$ cat src/hw/rtl/key_value_command_parser_defines.svh
// assertion macros used by the parser core rtl
`ifndef KEY_VALUE_COMMAND_PARSER_DEFINES_SVH
`define KEY_VALUE_COMMAND_PARSER_DEFINES_SVH

// condition holds in the same cycle
`define KVCP_ASSERT_NOW(lbl, clk, rst_n, ante, cons) \
  lbl: assert property (@(posedge clk) disable iff (!rst_n) (ante) |-> (cons)) \
    else $error("%m: check failed");

// condition holds in the next cycle
`define KVCP_ASSERT_NEXT(lbl, clk, rst_n, ante, cons) \
  lbl: assert property (@(posedge clk) disable iff (!rst_n) (ante) |=> (cons)) \
    else $error("%m: check failed");

`endif

$ cat src/hw/rtl/kvcp_pkg.sv
`timescale 1ns / 1ps

package kvcp_pkg;

  localparam int unsigned VALUE_BITS = 16;
  localparam int unsigned LEVEL_BITS = 16;
  localparam int unsigned KEY_BITS   = 32;
  localparam int unsigned KLEN_BITS  = 3;

  localparam logic [KLEN_BITS-1:0] KEY_TOO_LONG = 3'd5;
  localparam logic [KLEN_BITS-1:0] KEY_LEN_FOUR = 3'd4;
  localparam logic [KLEN_BITS-1:0] KEY_LEN_THREE = 3'd3;

  localparam logic [KEY_BITS-1:0] KEY_PUMP = 32'h5055_4D50;
  localparam logic [KEY_BITS-1:0] KEY_FAN  = 32'h0046_414E;
  localparam logic [KEY_BITS-1:0] KEY_LED  = 32'h004C_4544;

  localparam logic [7:0] CH_LBRACE = 8'h7B;
  localparam logic [7:0] CH_RBRACE = 8'h7D;
  localparam logic [7:0] CH_SPACE  = 8'h20;
  localparam logic [7:0] CH_DQUOTE = 8'h22;
  localparam logic [7:0] CH_SQUOTE = 8'h27;
  localparam logic [7:0] CH_COLON  = 8'h3A;
  localparam logic [7:0] CH_COMMA  = 8'h2C;
  localparam logic [7:0] CH_ZERO   = 8'h30;
  localparam logic [7:0] CH_NINE   = 8'h39;
  localparam logic [7:0] CH_UP_A   = 8'h41;
  localparam logic [7:0] CH_UP_Z   = 8'h5A;
  localparam logic [7:0] CH_LO_A   = 8'h61;
  localparam logic [7:0] CH_LO_Z   = 8'h7A;

  typedef enum logic [1:0] {
    UPD_NONE  = 2'd0,
    UPD_PUMP  = 2'd1,
    UPD_FAN   = 2'd2,
    UPD_LIGHT = 2'd3
  } upd_e;

  typedef struct packed {
    logic [7:0] character;
    logic       message_end;
  } item_t;

  typedef struct packed {
    logic [LEVEL_BITS-1:0] pump_level;
    logic [LEVEL_BITS-1:0] fan_level;
    logic [LEVEL_BITS-1:0] light_level;
    upd_e                  updated_field;
  } res_t;

endpackage

$ cat src/hw/rtl/key_value_command_parser.sv
`timescale 1ns / 1ps
// channel | direction | handshake             | payload
// in      | input     | in_valid_i/in_stall_o | character_i, message_end_i
// out     | output    | out_valid_o/out_stall_i | pump/fan/light_level_o, updated_field_o
// one request in per cycle while in_stall_o is low; its result passes the input
// register, then the result register, before it is offered, one result per request
// asynchronous active-low reset clears the key, value and command registers
// in_stall_o rises only when the input register is full and the result
// register is held by out_stall_i

module key_value_command_parser (
  input  logic        clk_i,
  input  logic        rst_ni,
  input  logic        in_valid_i,
  output logic        in_stall_o,
  input  logic [7:0]  character_i,
  input  logic        message_end_i,
  output logic        out_valid_o,
  input  logic        out_stall_i,
  output logic [15:0] pump_level_o,
  output logic [15:0] fan_level_o,
  output logic [15:0] light_level_o,
  output logic [1:0]  updated_field_o
);
  import kvcp_pkg::*;

  item_t item_in, item_q;
  res_t  res_d, res_q;
  logic  adv, step;

  assign item_in.character   = character_i;
  assign item_in.message_end = message_end_i;

  kvcp_in_reg u_in_reg (
    .clk_i      (clk_i),
    .rst_ni     (rst_ni),
    .in_valid_i (in_valid_i),
    .in_stall_o (in_stall_o),
    .item_i     (item_in),
    .adv_i      (adv),
    .step_o     (step),
    .item_o     (item_q)
  );

  kvcp_core u_core (
    .clk_i  (clk_i),
    .rst_ni (rst_ni),
    .step_i (step),
    .item_i (item_q),
    .res_o  (res_d)
  );

  kvcp_out_reg u_out_reg (
    .clk_i       (clk_i),
    .rst_ni      (rst_ni),
    .load_i      (step),
    .res_i       (res_d),
    .out_stall_i (out_stall_i),
    .out_valid_o (out_valid_o),
    .adv_o       (adv),
    .res_o       (res_q)
  );

  assign pump_level_o    = res_q.pump_level;
  assign fan_level_o     = res_q.fan_level;
  assign light_level_o   = res_q.light_level;
  assign updated_field_o = res_q.updated_field;

endmodule

$ cat src/hw/rtl/kvcp_in_reg.sv
`timescale 1ns / 1ps

module kvcp_in_reg (
  input  logic           clk_i,
  input  logic           rst_ni,
  input  logic           in_valid_i,
  output logic           in_stall_o,
  input  kvcp_pkg::item_t item_i,
  input  logic           adv_i,
  output logic           step_o,
  output kvcp_pkg::item_t item_o
);
  import kvcp_pkg::*;

  logic  vld_q, vld_d;
  logic  load;
  item_t item_q;

  assign in_stall_o = vld_q & ~adv_i;
  assign load       = in_valid_i & ~in_stall_o;
  assign step_o     = vld_q & adv_i;
  assign item_o     = item_q;

  always_comb begin
    vld_d = vld_q;
    if (load) begin
      vld_d = 1'b1;
    end else if (step_o) begin
      vld_d = 1'b0;
    end
  end

  always_ff @(posedge clk_i or negedge rst_ni) begin
    if (!rst_ni) begin
      vld_q <= 1'b0;
    end else begin
      vld_q <= vld_d;
    end
  end

  always_ff @(posedge clk_i) begin
    if (load) begin
      item_q <= item_i;
    end
  end

endmodule

$ cat src/hw/rtl/kvcp_core.sv
`timescale 1ns / 1ps
`include "key_value_command_parser_defines.svh"

module kvcp_core (
  input  logic            clk_i,
  input  logic            rst_ni,
  input  logic            step_i,
  input  kvcp_pkg::item_t item_i,
  output kvcp_pkg::res_t  res_o
);
  import kvcp_pkg::*;

  logic [KEY_BITS-1:0]   key_q, key_d;
  logic [KLEN_BITS-1:0]  klen_q, klen_d;
  logic [VALUE_BITS-1:0] dig_q, dig_d;
  logic [VALUE_BITS-1:0] pump_q, pump_d;
  logic [VALUE_BITS-1:0] fan_q, fan_d;
  logic [VALUE_BITS-1:0] light_q, light_d;
  logic [VALUE_BITS+3:0] tenx;
  logic [7:0]            ch;
  upd_e                  upd;

  assign ch   = item_i.character;
  // value * 10 + digit
  assign tenx = ({4'b0000, dig_q} << 3) + ({4'b0000, dig_q} << 1)
              + {{VALUE_BITS{1'b0}}, ch[3:0]};

  always_comb begin
    key_d   = key_q;
    klen_d  = klen_q;
    dig_d   = dig_q;
    pump_d  = pump_q;
    fan_d   = fan_q;
    light_d = light_q;
    upd     = UPD_NONE;
    priority if (ch == CH_LBRACE || ch == CH_SPACE || ch == CH_DQUOTE ||
                 ch == CH_SQUOTE || ch == CH_COLON) begin
      // dropped
    end else if (ch == CH_COMMA || ch == CH_RBRACE) begin
      if (klen_q == KEY_LEN_FOUR && key_q == KEY_PUMP) begin
        pump_d = dig_q;
        upd    = UPD_PUMP;
      end else if (klen_q == KEY_LEN_THREE && key_q == KEY_FAN) begin
        fan_d = dig_q;
        upd   = UPD_FAN;
      end else if (klen_q == KEY_LEN_THREE && key_q == KEY_LED) begin
        light_d = dig_q;
        upd     = UPD_LIGHT;
      end
      key_d  = '0;
      klen_d = '0;
      dig_d  = '0;
    end else if (ch >= CH_ZERO && ch <= CH_NINE) begin
      if (tenx[VALUE_BITS+3:VALUE_BITS] != 4'd0) begin
        dig_d = '1;
      end else begin
        dig_d = tenx[VALUE_BITS-1:0];
      end
    end else if ((ch >= CH_UP_A && ch <= CH_UP_Z) || (ch >= CH_LO_A && ch <= CH_LO_Z)) begin
      key_d = {key_q[KEY_BITS-9:0], ch};
      if (klen_q < KEY_TOO_LONG) begin
        klen_d = klen_q + 3'd1;
      end
    end else begin
      // other bytes ignored
    end
    if (item_i.message_end) begin
      key_d  = '0;
      klen_d = '0;
      dig_d  = '0;
    end
  end

  assign res_o.pump_level    = LEVEL_BITS'(pump_d);
  assign res_o.fan_level     = LEVEL_BITS'(fan_d);
  assign res_o.light_level   = LEVEL_BITS'(light_d);
  assign res_o.updated_field = upd;

  always_ff @(posedge clk_i or negedge rst_ni) begin
    if (!rst_ni) begin
      key_q   <= '0;
      klen_q  <= '0;
      dig_q   <= '0;
      pump_q  <= '0;
      fan_q   <= '0;
      light_q <= '0;
    end else if (step_i) begin
      key_q   <= key_d;
      klen_q  <= klen_d;
      dig_q   <= dig_d;
      pump_q  <= pump_d;
      fan_q   <= fan_d;
      light_q <= light_d;
    end
  end

  `KVCP_ASSERT_NOW(a_klen_range, clk_i, rst_ni, 1'b1, klen_q <= KEY_TOO_LONG)
  `KVCP_ASSERT_NEXT(a_pump_load, clk_i, rst_ni, step_i && upd == UPD_PUMP,
    pump_q == $past(dig_q))
  `KVCP_ASSERT_NEXT(a_end_clears, clk_i, rst_ni, step_i && item_i.message_end,
    klen_q == '0 && dig_q == '0 && key_q == '0)
  `KVCP_ASSERT_NEXT(a_hold_idle, clk_i, rst_ni, !step_i,
    $stable(pump_q) && $stable(fan_q) && $stable(light_q) && $stable(dig_q))

endmodule

$ cat src/hw/rtl/kvcp_out_reg.sv
`timescale 1ns / 1ps

module kvcp_out_reg (
  input  logic           clk_i,
  input  logic           rst_ni,
  input  logic           load_i,
  input  kvcp_pkg::res_t res_i,
  input  logic           out_stall_i,
  output logic           out_valid_o,
  output logic           adv_o,
  output kvcp_pkg::res_t res_o
);
  import kvcp_pkg::*;

  logic vld_q, vld_d;
  res_t res_q;

  assign adv_o       = ~vld_q | ~out_stall_i;
  assign out_valid_o = vld_q;
  assign res_o       = res_q;

  always_comb begin
    vld_d = vld_q;
    if (load_i) begin
      vld_d = 1'b1;
    end else if (vld_q && !out_stall_i) begin
      vld_d = 1'b0;
    end
  end

  always_ff @(posedge clk_i or negedge rst_ni) begin
    if (!rst_ni) begin
      vld_q <= 1'b0;
    end else begin
      vld_q <= vld_d;
    end
  end

  always_ff @(posedge clk_i) begin
    if (load_i) begin
      res_q <= res_i;
    end
  end

endmodule

$ cat config.mk
export PLATFORM = sky130hd
export DESIGN_NAME = key_value_command_parser
export DESIGN_NICKNAME = d
export VERILOG_FILES = /design/src/hw/rtl/kvcp_pkg.sv /design/src/hw/rtl/key_value_command_parser.sv /design/src/hw/rtl/kvcp_in_reg.sv /design/src/hw/rtl/kvcp_core.sv /design/src/hw/rtl/kvcp_out_reg.sv
export VERILOG_INCLUDE_DIRS = /design/src /design/src/hw/rtl
export SDC_FILE = /design/constraint.sdc
export NUM_CORES = 1
export LEC_CHECK = 0
export BUFFER_PORTS_ARGS = -buffer_cell sky130_fd_sc_hd__buf_2
export CORE_MARGIN = 1.5
export CORE_UTILIZATION = 38
export DETAILED_ROUTE_END_ITERATION = 10
export PLACE_DENSITY = 0.67
export SKIP_CTS_REPAIR_TIMING = 1
export SLEW_MARGIN = 40
export SYNTH_ARGS = -nofsm -noshare
export SYNTH_HDL_FRONTEND = slang
export SYNTH_SLANG_ARGS = --single-unit
$ cat constraint.sdc
create_clock -name clk_i -period 7.1 [get_ports clk_i]
set_input_delay 1.775 -clock clk_i [delete_from_list [all_inputs] [get_ports clk_i]]
set_output_delay 1.775 -clock clk_i [all_outputs]
set_load 0.01 [all_outputs]
# After elaboration in Yosys (flattened, before gate mapping)
# Cells that the tools add are included.
# totals
reg_bits	160
inputBits	13
output_inout_bits	52
word_cells	108
# classes
n_addsub	3
order_cmp	7
n_eq_ne	14
muxes	35
bitwise_logic	9
reduce_logical	25
# ops
cell	count
16-bit two-way mux	17
32-bit two-way mux	5
32-bit by 23-bit == test with 1-bit output (second input constant)	2
8-bit by 6-bit == test with 1-bit output (second input constant)	5
32-bit by 31-bit == test with 1-bit output (second input constant)	1
19-bit by 17-bit adder with 20-bit output	1
20-bit by 4-bit adder with 20-bit output	1
3-bit two-way mux	6
8-bit by 7-bit == test with 1-bit output (second input constant)	2
8-bit by 7-bit greater-or-equal comparator with 1-bit output (second input constant)	2
8-bit by 7-bit less-or-equal comparator with 1-bit output (second input constant)	2
3-bit nonzero test	3
8-bit by 6-bit greater-or-equal comparator with 1-bit output (second input constant)	1
8-bit by 6-bit less-or-equal comparator with 1-bit output (second input constant)	1
1-bit logical AND	7
1-bit logical OR	6
1-bit two-way mux	5
1-bit inverter	5
5-bit AND reduction	1
2-bit two-way mux	2
4-bit AND reduction	1
2-bit nonzero test	2
4-bit nonzero test	1
3-bit by 1-bit adder with 3-bit output (second input constant)	1
11 further kinds	13

# Depth between registers and ports, before layout
# Gate-level depths: netlist (run 1).
# logic_depth
word_depth	8
ltp_mapped	13

# By module
# Synthesis (run 1) repeated with hierarchy kept, for this count alone.
# hier_totals
hier_cells	601
area_unflattened_um2	7746.2
# by_module_without_submodules
mod	n_inst	cells_per_inst	area_per_inst_um2
kvcp_core	1	533	5874.4
kvcp_out_reg	1	53	1537.7
kvcp_in_reg	1	15	334.1

# Worst setup path before layout (run 1)
# No wires, ideal clock.
# synth_path
path_kind	input port to flip-flop
from	in out_stall_i
to	reg u_core.dig_q[9]
setup_ns	0.119
arrival_ns	6.064
setup_slack_ns	0.917
cell_stages	8
path_buffers	2
path_cell_list	a21boi_1 > nand3b_1 > a21oi_2 > nand3b_1 > or4_4 > buf_6 > buf_8 > o21a_1
# synth_between
elab_chain_cells	4
# synth_lines
item	line	rtl
start, declared	key_value_command_parser.sv:19	input logic out_stall_i,
1-bit inverter	kvcp_out_reg.sv:18	assign adv_o = ~vld_q | ~out_stall_i;
1-bit bitwise OR	kvcp_out_reg.sv:18	
1-bit bitwise AND	kvcp_in_reg.sv:21	assign step_o = vld_q & adv_i;
3-bit AND reduction (no line)	n/a	
end signal, assigned	kvcp_core.sv:90	dig_q <= dig_d;
end, declared	kvcp_core.sv:15	logic [VALUE_BITS-1:0] dig_q, dig_d;
# No other way between the ends.
# A chain may end at the register's enable or synchronous reset.

# Worst setup path after layout (run 1)
# layout_path
from	in out_stall_i
to	out in_stall_o
# layout_between
elab_chain_cells	4
# layout_lines
item	line	rtl
1-bit inverter	kvcp_out_reg.sv:18	
1-bit bitwise OR	kvcp_out_reg.sv:18	
1-bit inverter	kvcp_in_reg.sv:19	assign in_stall_o = vld_q & ~adv_i;
1-bit bitwise AND	kvcp_in_reg.sv:19	
end, declared	key_value_command_parser.sv:15	output logic in_stall_o,
# No other way between the ends.

==> results.json, run 1 <==
{
  "outcome": "finished, final reports clean",
  "layout-drive-gt1-share_pct": 16.22,
  "totalNegativeSetupSlack_ns": 0,
  "track_usage_pct": 15.50,
  "worstPathArrival_ns": 2.19,
  "synthDistinctLibCells": 59,
  "critPathRequiredTime_ns": 5.33,
  "dpl.cell_count": 1022,
  "dr.first_iter.drc_count": 269,
  "rrSetupSlack_ns": 3.43,
  "wl_mm": 14.93,
  "synth_top_area_cell": "dfrtp_1",
  "worst_pin_slew_ns": 0.6948,
  "stdcell_count": 1054,
  "skew_ns": 0.008263,
  "ys_warn_count": 0,
  "synth_area_leaders": "dfrtp_1, edfxtp_1, nand2_1, o21ai_0, ha_1",
  "seq_area_frac_synth_pct": 57.24,
  "slew_violations": 0,
  "p_leak_nw": 3.825,
  "ir_drop_v": 0.0002005,
  "grt_max_degree": 83,
  "ant_nets": 0,
  "hold_path.class": "reg -> reg",
  "clock_latency_ns": 0.43,
  "postLayoutCoreUtil_pct": 44.60,
  "syn_area_per_cell_um2": 10.39,
  "chipWidth_um": 143.6,
  "regArea_um2": 4299,
  "synth_edf_count": 59,
  "core-area_um2": 19400,
  "nFillCells": 1848,
  "multiInputGateArea_um2": 3009,
  "async_flop_share_pct": 63.13,
  "slowest_delay_ns": 0.12,
  "antenna_found_initial": 0,
  "fin_crit_ns": 3.961,
  "finalCritPeriodShare_pct": 55.79,
  "start_util_pct": 38.72,
  "yosys.area.top_type_share_pct": 33.65,
  "path_class": "in -> out",
  "syn_to_final_growth_pct": 15.19,
  "ys_dominant_reg_cell": "dfrtp_1",
  "cts_made_buffers": 17,
  "viasPerCell": 4.958,
  "cts_tree": "yes",
  "clockRootBuffer": "clkbuf_16",
  "overflow": 0,
  "synthCells": 723,
  "cp-end-kind": "primary output",
  "power.density_nw_per_um2": 335.0,
  "diodes": 0,
  "nets": 825,
  "globalplace.congestion": 0.7853,
  "grt_pass1_wl_mm": 24.83,
  "dieArea_um2": 20620,
  "crit_path_start_kind": "input port",
  "dp_hpwl_mm": 10.27,
  "crit_path_top_delay_cell": "buf_2",
  "vias": 5226,
  "cts_sinks": 160,
  "wire_per_inst_um": 14.17,
  "clockBufferDepth": 2,
  "rsz0062_at_grt": "no",
  "maxCapViolations": 0,
  "rows": 51,
  "max_freq_ghz": 0.2525,
  "synthesis.area_um2": 7511,
  "cp_common_cell": "buf_2",
  "crit_fanout": 3,
  "hold_viol_final": 0,
  "maxSlewHeadroom_pct": 53.25,
  "clk_pin_slew_ns": 0.06,
  "io_buffers": 64,
  "die_height_um": 143.6,
  "htree_levels": 4,
  "synth-seq-cells": 160,
  "first_global_vias": 4877,
  "synth_fp_nets": 772,
  "io_pins": 65,
  "setup_violations": 0,
  "drcViolationCount": 0,
  "drt-pass1-iter-count": 4,
  "crit_path_cell_trace": "buf_2 -> nand3_1 -> inv_1 -> buf_2"
}
==> final timing paths <==
kind	start	to	depth (start not counted)
setup / recovery	out_stall_i	in_stall_o	4
hold / removal	u_core.key_q[26]$_DFFE_PN0P_	u_core.key_q[26]$_DFFE_PN0P_	2
setup reg to reg	u_in_reg.item_o[4]$_DFFE_PP_	u_core.dig_q[6]$_DFFE_PN0P_	10
hold reg to reg	u_core.key_q[26]$_DFFE_PN0P_	u_core.key_q[26]$_DFFE_PN0P_	2
max in group asynchronous	rst_ni	u_core.fan_q[8]$_DFFE_PN0P_	2
min in group asynchronous	rst_ni	u_core.key_q[29]$_DFFE_PN0P_	1
==> synth_stat cells, types with 2 or more instances <==
library cell / count
xnor2_1: 7
dfrtp_1: 101
nor3_1: 7
o21ai_0: 114
ha_1: 34
xor2_1: 7
nand3_1: 37
nand4_1: 4
nand2b_1: 4
edfxtp_1: 59
nor2b_1: 5
o21a_1: 20
nor3b_1: 2
nor2_1: 12
clkbuf_1: 29
mux2_2: 9
nand3b_1: 3
inv_1: 25
a211oi_1: 2
a21o_1: 6
or4_1: 2
nand4b_1: 3
a211o_1: 2
a21oi_1: 19
nand2_1: 164
o211ai_1: 4
and2_1: 2
nor4b_1: 7
fa_1: 2
nor4_1: 2
==> per-stage QoR <==
step	hold WS (ns)	total power (W)	cell area (um^2)	setup slack [ns]
after floorplan	0.4391	0.001830	7511	0.9173
after global placement	0.4531	0.002035	8058	3.011
after detailed placement	0.4644	0.002052	8078	3.131
after CTS	0.4784	0.002924	8637	3.127
after global routing	0.5011	0.003096	8652	3.077
final	0.4757	0.002899	8652	3.139
==> cells by family after synthesis <==
group | synth area share, %
muxes | 1.549
buffers and inverters | 3.365
xor gates and xnor gates | 1.633
and+or+nand+nor | 16.01
AOI/OAI and AO/OA | 14.01
adders and majority gates | 6.197
DFF | 57.24
==> flip-flops by register name, summed over array words and instances, names as in the netlist <==
| name | cells |
|---|---|
| u_out_reg.res_o | 50 |
| u_core.key_q | 32 |
| u_core.dig_q | 16 |
| u_core.fan_q | 16 |
| u_core.light_q | 16 |
| u_core.pump_q | 16 |
| u_in_reg.item_o | 9 |
| u_core.klen_q | 3 |
| u_in_reg.vld_q | 1 |
| u_out_reg.out_valid_o | 1 |
==> cells in the final DEF (no fill, tap or decap), types with 3 or more instances in the layout <==
cell,n
nand4_1,4
nor4b_1,7
ha_1,34
nand2_2,3
edfxtp_1,59
xnor2_1,7
nand3_2,3
nor2b_1,5
o21ai_0,114
buf_2,63
nand4b_1,3
nand3b_1,3
a21oi_1,18
o21a_1,20
buf_4,4
xor2_1,7
nor3_1,6
nor2_1,12
nand2b_1,4
a21o_1,5
inv_6,7
nand2_1,161
o211ai_1,4
nand3_1,34
mux2_2,9
dfrtp_1,101
clkbuf_16,17
inv_1,25
==> power by group <==
part / total, W / internal, W / leakage, nW / switching, W
Clock: 0.000866 / 0.000489 / 0.274 / 0.000377
Sequential: 0.00113 / 0.00105 / 1.95 / 0.0000828
Combinational: 0.000902 / 0.000370 / 1.60 / 0.000531
==> layer usage <==
metal / up-vias / routed length (um) / global-route usage, %
li1: 2654 / - / -
met4: 0 / 186 / 5.478
met2: 102 / 6675 / 22.65
met1: 2458 / 7495 / 22.35
met5: - / 0 / 0
met3: 12 / 574 / 3.799
==> critical path, delay by kind of cell <==
| kind | cells | cell delay [ns] |
|---|---|---|
| buffers and inverters | 3 | 0.31 |
| and+or+nand+nor | 1 | 0.11 |
==> area by class of cell <==
class / count / share of cell area [%]
clock buffer: 19 / 5.004
clock inverter: 13 / 1.461
multi-input combinational: 504 / 34.78
sequential: 160 / 49.69
timing repair buffer: 68 / 4.150
inverter: 25 / 1.085
tap: 265 / 3.832
No activity file was read; power rests on OpenSTA's default activity.
==> run 2: changes to the inputs <==
PLACE_DENSITY = 0.69   (was 0.67)
clock period = 3.2 ns   (was 7.1 ns; I/O delays follow)
==> run 2 against run 1 <==
Compared with the run above: hold slack got worse by 0.22 ns; global-route usage rose by 0.59 points; die area did not move; final cell count rose by 3.3%; sequential share of layout area fell by 1.6 points; critical path depth rose by 6; non-clock buffer count rose by 34; highest routed layer unchanged; sequential cell count did not move; clock skew rose by 0.0042 ns; worst setup slack got worse by 3.2 ns; cell area rose by 3.3%; the flow now finishes with violations (setup timing).
==> results.json, run 2 (synthesis results as in run 1) <==
{
  "chipWidth_um": 143.6,
  "antenna_found_initial": 0,
  "clk_pin_slew_ns": 0.06,
  "htree_levels": 4,
  "vias": 5405,
  "violations": "setup timing",
  "maxSlewHeadroom_pct": 54.85,
  "first_global_vias": 5249,
  "hold_viol_final": 0,
  "globalplace.congestion": 0.8569,
  "p_leak_nw": 4.005,
  "cts_made_buffers": 17,
  "io_buffers": 64,
  "overflow": 0,
  "rsz0062_at_grt": "yes",
  "grt_max_degree": 60,
  "io_pins": 65,
  "wire_per_inst_um": 14.21,
  "dr.first_iter.drc_count": 292,
  "nets": 860,
  "final_area_um2": 8935,
  "maxCapViolations": 0,
  "hold-worst-slack_ns": 0.2524,
  "place_ws_ns": -0.1506,
  "wl_mm": 15.47,
  "grt_pass1_wl_mm": 25.88,
  "placed_area_um2": 8312,
  "viasPerCell": 4.963,
  "power.density_nw_per_um2": 761.6,
  "layout-drive-gt1-share_pct": 19.66,
  "stdcell_count": 1089,
  "outcome": "finished with violations",
  "clock_latency_ns": 0.43,
  "cts_sinks": 160,
  "fin_crit_ns": 3.277,
  "ir_drop_v": 0.0004456,
  "hold_path.class": "in -> async",
  "diodes": 0,
  "crit_path_start_kind": "register",
  "worst_pin_slew_ns": 0.6721,
  "critPathRequiredTime_ns": 3.51,
  "drcViolationCount": 0,
  "mostFrequentLayoutCells": "nand2_1, o21ai_0, dfrtp_1",
  "setup_violations": 16,
  "cp-end-kind": "register",
  "max_freq_ghz": 0.3052,
  "dieArea_um2": 20620,
  "clockBufferDepth": 2,
  "crit_fanout": 8,
  "syn_to_final_growth_pct": 18.96,
  "r2r_cells": 10,
  "slew_violations": 0,
  "worstPathArrival_ns": 3.59,
  "setup_ws_ns": -0.07652,
  "ant_nets": 0,
  "rows": 51,
  "mostFrequentLayoutCell": "nand2_1",
  "core-area_um2": 19400,
  "dp_hpwl_mm": 10.56,
  "die_height_um": 143.6,
  "dpl.cell_count": 1052,
  "cts_tree": "yes",
  "clockRootBuffer": "clkbuf_16",
  "largest_reg_flops": 50,
  "drt-pass1-iter-count": 6,
  "track_usage_pct": 16.09,
  "start_util_pct": 38.72,
  "path_class": "reg -> reg",
  "skew_ns": 0.01244,
  "finalCritPeriodShare_pct": 102.4
}
run 2: path summary, 6_finish.rpt:
path / slack [ns] / to / from
hold reg to reg: 0.47 / u_core.key_q[31]$_DFFE_PN0P_ / u_core.key_q[31]$_DFFE_PN0P_
min in group clk_i: 0.47 / u_core.key_q[31]$_DFFE_PN0P_ / u_core.key_q[31]$_DFFE_PN0P_
max in group asynchronous: 2.34 / u_core.light_q[3]$_DFFE_PN0P_ / rst_ni
setup / recovery: -0.08 / u_core.dig_q[10]$_DFFE_PN0P_ / u_core.dig_q[2]$_DFFE_PN0P_
setup reg to reg: -0.08 / u_core.dig_q[10]$_DFFE_PN0P_ / u_core.dig_q[2]$_DFFE_PN0P_
hold / removal: 0.25 / u_core.key_q[23]$_DFFE_PN0P_ / rst_ni
run 2: final cells by class:
cell class,count,area (um^2)
Clock buffer,18,429.2
Clock inverter,14,142.6
Tap cell,265,331.6
Timing Repair Buffer,102,620.6
Sequential cell,160,4299
Fill cell,1810,10460
Multi-Input combinational cell,505,3018
Inverter,25,93.84
run 2: worst max-delay path: stages (launching register included):
cell	delay [ns]
dfrtp_1	0.40
fa_1	0.56
inv_1	0.06
fa_2	0.34
nand2b_4	0.15
a21o_1	0.19
a211oi_2	0.26
o21ai_2	0.08
mux2_2	0.30
or4_4	0.61
o21a_1	0.22
run 2: through the flow:
stage / total power (W) / utilization [%] / TNS [ns]
2_1_floorplan: 0.004080 / - / -2.055
3_3_place_gp: 0.004747 / 42.84 / -1.326
3_5_place_dp: 0.004785 / 42.85 / -2.213
4_1_cts: 0.006763 / 45.79 / -2.380
5_1_grt: 0.007257 / 46.06 / -3.440
6_report: 0.006805 / 46.06 / -1.005
run 2: power breakdown:
group	internal, W	switching [W]
Clock	0.00110	0.000866
Sequential	0.00232	0.000155
Combinational	0.00104	0.00132
run 2: per-layer routing:
layer  up-vias  track usage (%)  share of wire [%]
met5         -                0                  0
met4         0            5.693                1.6
met3        15            3.266                3.8
met2        99            24.70                 46
met1      2571            22.62                 49
li1       2720                -                  -
==> run 3: changes to the inputs <==
ABC_AREA = 1   (was default)
==> run 3 against run 2 <==
Compared with the run above: the flow now finishes without violations; final cell count is 32% higher; synthesized cell count is 50% higher; sequential share of layout area fell by 5.1 points; non-clock buffer count is 19 lower; die area rose by 16%; count of clock-buffer cells in the layout unchanged; register-to-register slack gained 0.40 ns; critical endpoint is now u_core.dig_q[11]$_DFFE_PN0P_; largest cell class unchanged.
==> results.json, run 3 <==
{
  "outcome": "finished, final reports clean",
  "layout-drive-gt1-share_pct": 10.63,
  "globalplace.congestion": 0.9178,
  "rr_startpoint": "u_in_reg.item_o[4]$_DFFE_PP_",
  "diodes": 0,
  "dr.first_iter.drc_count": 524,
  "clockRootBuffer": "clkbuf_16",
  "hold_path.class": "in -> async",
  "power_w": 0.004993,
  "routed.top_layer": "met4",
  "io_pins": 65,
  "synthDistinctLibCells": 33,
  "crit_fanout": 16,
  "yosys.area.top_type_share_pct": 28.98,
  "die_height_um": 154.5,
  "grt_pass1_wl_mm": 33.22,
  "r2r_cells": 16,
  "p_comb_share_pct": 11.0,
  "synth_top_area_cell": "dfrtp_1",
  "wl_met2_mm": 9.276,
  "setup_violations": 0,
  "switching_share_pct": 27.68,
  "vias": 7290,
  "antenna_found_initial": 0,
  "path_class": "reg -> reg",
  "synth_area_leaders": "dfrtp_1, edfxtp_1, nand2_1, inv_1, nand3_1",
  "power.density_nw_per_um2": 499.5,
  "rrSetupSlack_ns": 0.32,
  "maxSlewHeadroom_pct": 58.82,
  "overflow": 0,
  "endpoint": "u_core.dig_q[11]$_DFFE_PN0P_",
  "stdcell_count": 1442,
  "synth_fp_nets": 1130,
  "yosys-top-cells-count": "nand2_1, inv_1, dfrtp_1, nand3_1, nand4_1",
  "synth-seq-cells": 160,
  "nFillCells": 2201,
  "cp-end-kind": "register",
  "synthesis.area_um2": 8722,
  "io_buffers": 64,
  "first_global_vias": 6780,
  "chipWidth_um": 154.5,
  "dp_hpwl_mm": 14.04,
  "cts_made_buffers": 17,
  "wl_met1_mm": 9.482,
  "start_util_pct": 38.64,
  "ys_dominant_reg_cell": "dfrtp_1",
  "ir_drop_v": 0.0004223,
  "nets": 1193,
  "worstPathArrival_ns": 3.20,
  "drt-pass1-iter-count": 5,
  "cp_common_cell": "nand2_1",
  "slowest_delay_ns": 0.59,
  "synthCells": 1081,
  "mostFrequentLayoutCells": "nand2_1, inv_1, dfrtp_1",
  "cts_tree": "yes",
  "multiInputGateArea_um2": 3712,
  "largest_reg_flops": 50,
  "core-area_um2": 22570,
  "worst_pin_slew_ns": 0.6177,
  "crit_path_top_delay_cell": "fa_1",
  "clock_latency_ns": 0.44,
  "wl_mm": 20.16,
  "grt_max_degree": 106,
  "power_frac_clock_pct": 40.9,
  "wire_per_inst_um": 13.98,
  "setup.worst_path.start": "u_in_reg.item_o[4]$_DFFE_PP_",
  "track_usage_pct": 17.49,
  "syn_area_per_cell_um2": 8.069,
  "clockBufferDepth": 2,
  "mostFrequentLayoutCell": "nand2_1",
  "totalNegativeSetupSlack_ns": 0,
  "switching_power_w": 0.001382,
  "crit_path_cell_trace": "fa_1 -> inv_1 -> fa_1 -> inv_1 -> nand2_1 -> nand2_1 -> nand3_1 -> nand2_1 -> nand2_1 -> nand3_1 -> nand2_1 -> nor2_1 -> buf_4 -> nand3_1 -> nand2_1 -> nand2_1",
  "p_leak_nw": 5.108,
  "finalCritPeriodShare_pct": 89.87,
  "regArea_um2": 4299,
  "fin_crit_ns": 2.876,
  "viasPerCell": 5.055,
  "maxCapViolations": 0,
  "critPathRequiredTime_ns": 3.52,
  "async_flop_share_pct": 63.13,
  "htree_levels": 4,
  "ant_nets": 0,
  "cts_sinks": 160,
  "synth_edf_count": 59,
  "slew_violations": 0,
  "dpl.cell_count": 1408,
  "r2r_end": "u_core.dig_q[11]$_DFFE_PN0P_",
  "skew_ns": 0.01094,
  "rsz0062_at_grt": "no",
  "seq_area_frac_synth_pct": 49.29,
  "pwr-share-seq_pct": 48.1,
  "crit_path_start_kind": "register",
  "synth.most_common_cell": "nand2_1",
  "hold_viol_final": 0,
  "dieArea_um2": 23870,
  "drcViolationCount": 0,
  "wl_met3_um": 903,
  "clk_pin_slew_ns": 0.07,
  "rows": 55,
  "ys_warn_count": 0,
  "max_freq_ghz": 0.3477,
  "syn_to_final_growth_pct": 14.60,
  "internal_power_w": 0.003611
}
[run 3: cell types whose count changed after synthesis, sizes merged, moves of 10 or more]
| cell | previous run | this run |
|---|---|---|
| and2 | 3 | 49 |
| inv | 25 | 148 |
| mux2 | 10 | 0 |
| nand2 | 164 | 361 |
| nand3 | 37 | 92 |
| nand4 | 4 | 66 |
| nor2 | 12 | 35 |
| nor3 | 8 | 23 |
| o21a | 20 | 0 |
| o21ai | 115 | 35 |
[run 3: per-stage QoR]
stage / hold slack, ns / area [um^2] / worst slack, ns / util, %
floorplan: 0.4340 / 8723 / 0.2597 / -
global placement: 0.4605 / 9399 / 0.3836 / 41.64
detailed placement: 0.4648 / 9399 / 0.2940 / 41.64
CTS: 0.3974 / 9981 / 0.2755 / 44.22
global route: 0.4331 / 9996 / 0.05452 / 44.28
finish: 0.3871 / 9996 / 0.3241 / 44.28
[run 3: worst max-delay path: cells and delay by family (launching register included)]
family | cells | cell delay (ns)
fa+ha+maj | 2 | 1.02
simple gates | 11 | 0.92
flops | 1 | 0.46
buf+inv | 3 | 0.38
[run 3: final cells by class]
cell class | count | area share, %
clock buffer | 18 | 4.293
clock inverter | 14 | 1.527
inverter | 148 | 5.558
multi-input combinational | 734 | 37.14
sequential | 160 | 43.01
tap | 285 | 3.567
timing repair buffer | 83 | 4.907
[run 3: power groups by stage]
stage / clock [W] / sequential [W] / combinational (W)
detailed placement: 0 / 0.00244 / 0.000549
CTS: 0.00206 / 0.00240 / 0.000552
global placement: 0 / 0.00244 / 0.000545
finish: 0.00204 / 0.00240 / 0.000549
floorplan: 0 / 0.00244 / 0.000318
global route: 0.00215 / 0.00242 / 0.000618
[run 3: cells by family after synthesis]
group,Yosys count,share of synthesized area [%]
buffers and inverters,187,8.263
AOI/OAI and AO/OA,52,3.228
xor gates and xnor gates,7,0.7029
DFF,160,49.29
and+or+nand+nor,639,33.18
adders and majority gates,36,5.336
[run 3: worst min-delay path by stage]
stage	endpoint	slack [ns]	cells past startpoint
finish	u_core.key_q[13]$_DFFE_PN0P_	0.39	1
detailed placement	u_core.fan_q[10]$_DFFE_PN0P_	0.46	2
global route	u_core.key_q[31]$_DFFE_PN0P_	0.43	1
floorplan	u_out_reg.out_valid_o$_DFFE_PN0P_	0.43	2
CTS	u_core.key_q[31]$_DFFE_PN0P_	0.40	1
global placement	u_core.pump_q[1]$_DFFE_PN0P_	0.46	2
[run 3: layer usage]
| metal | GRT usage (%) | up-vias |
|---|---|---|
| li1 | - | 3648 |
| met2 | 28.21 | 178 |
| met5 | 0 | - |
| met3 | 3.446 | 36 |
| met1 | 23.40 | 3428 |
| met4 | 6.410 | 0 |
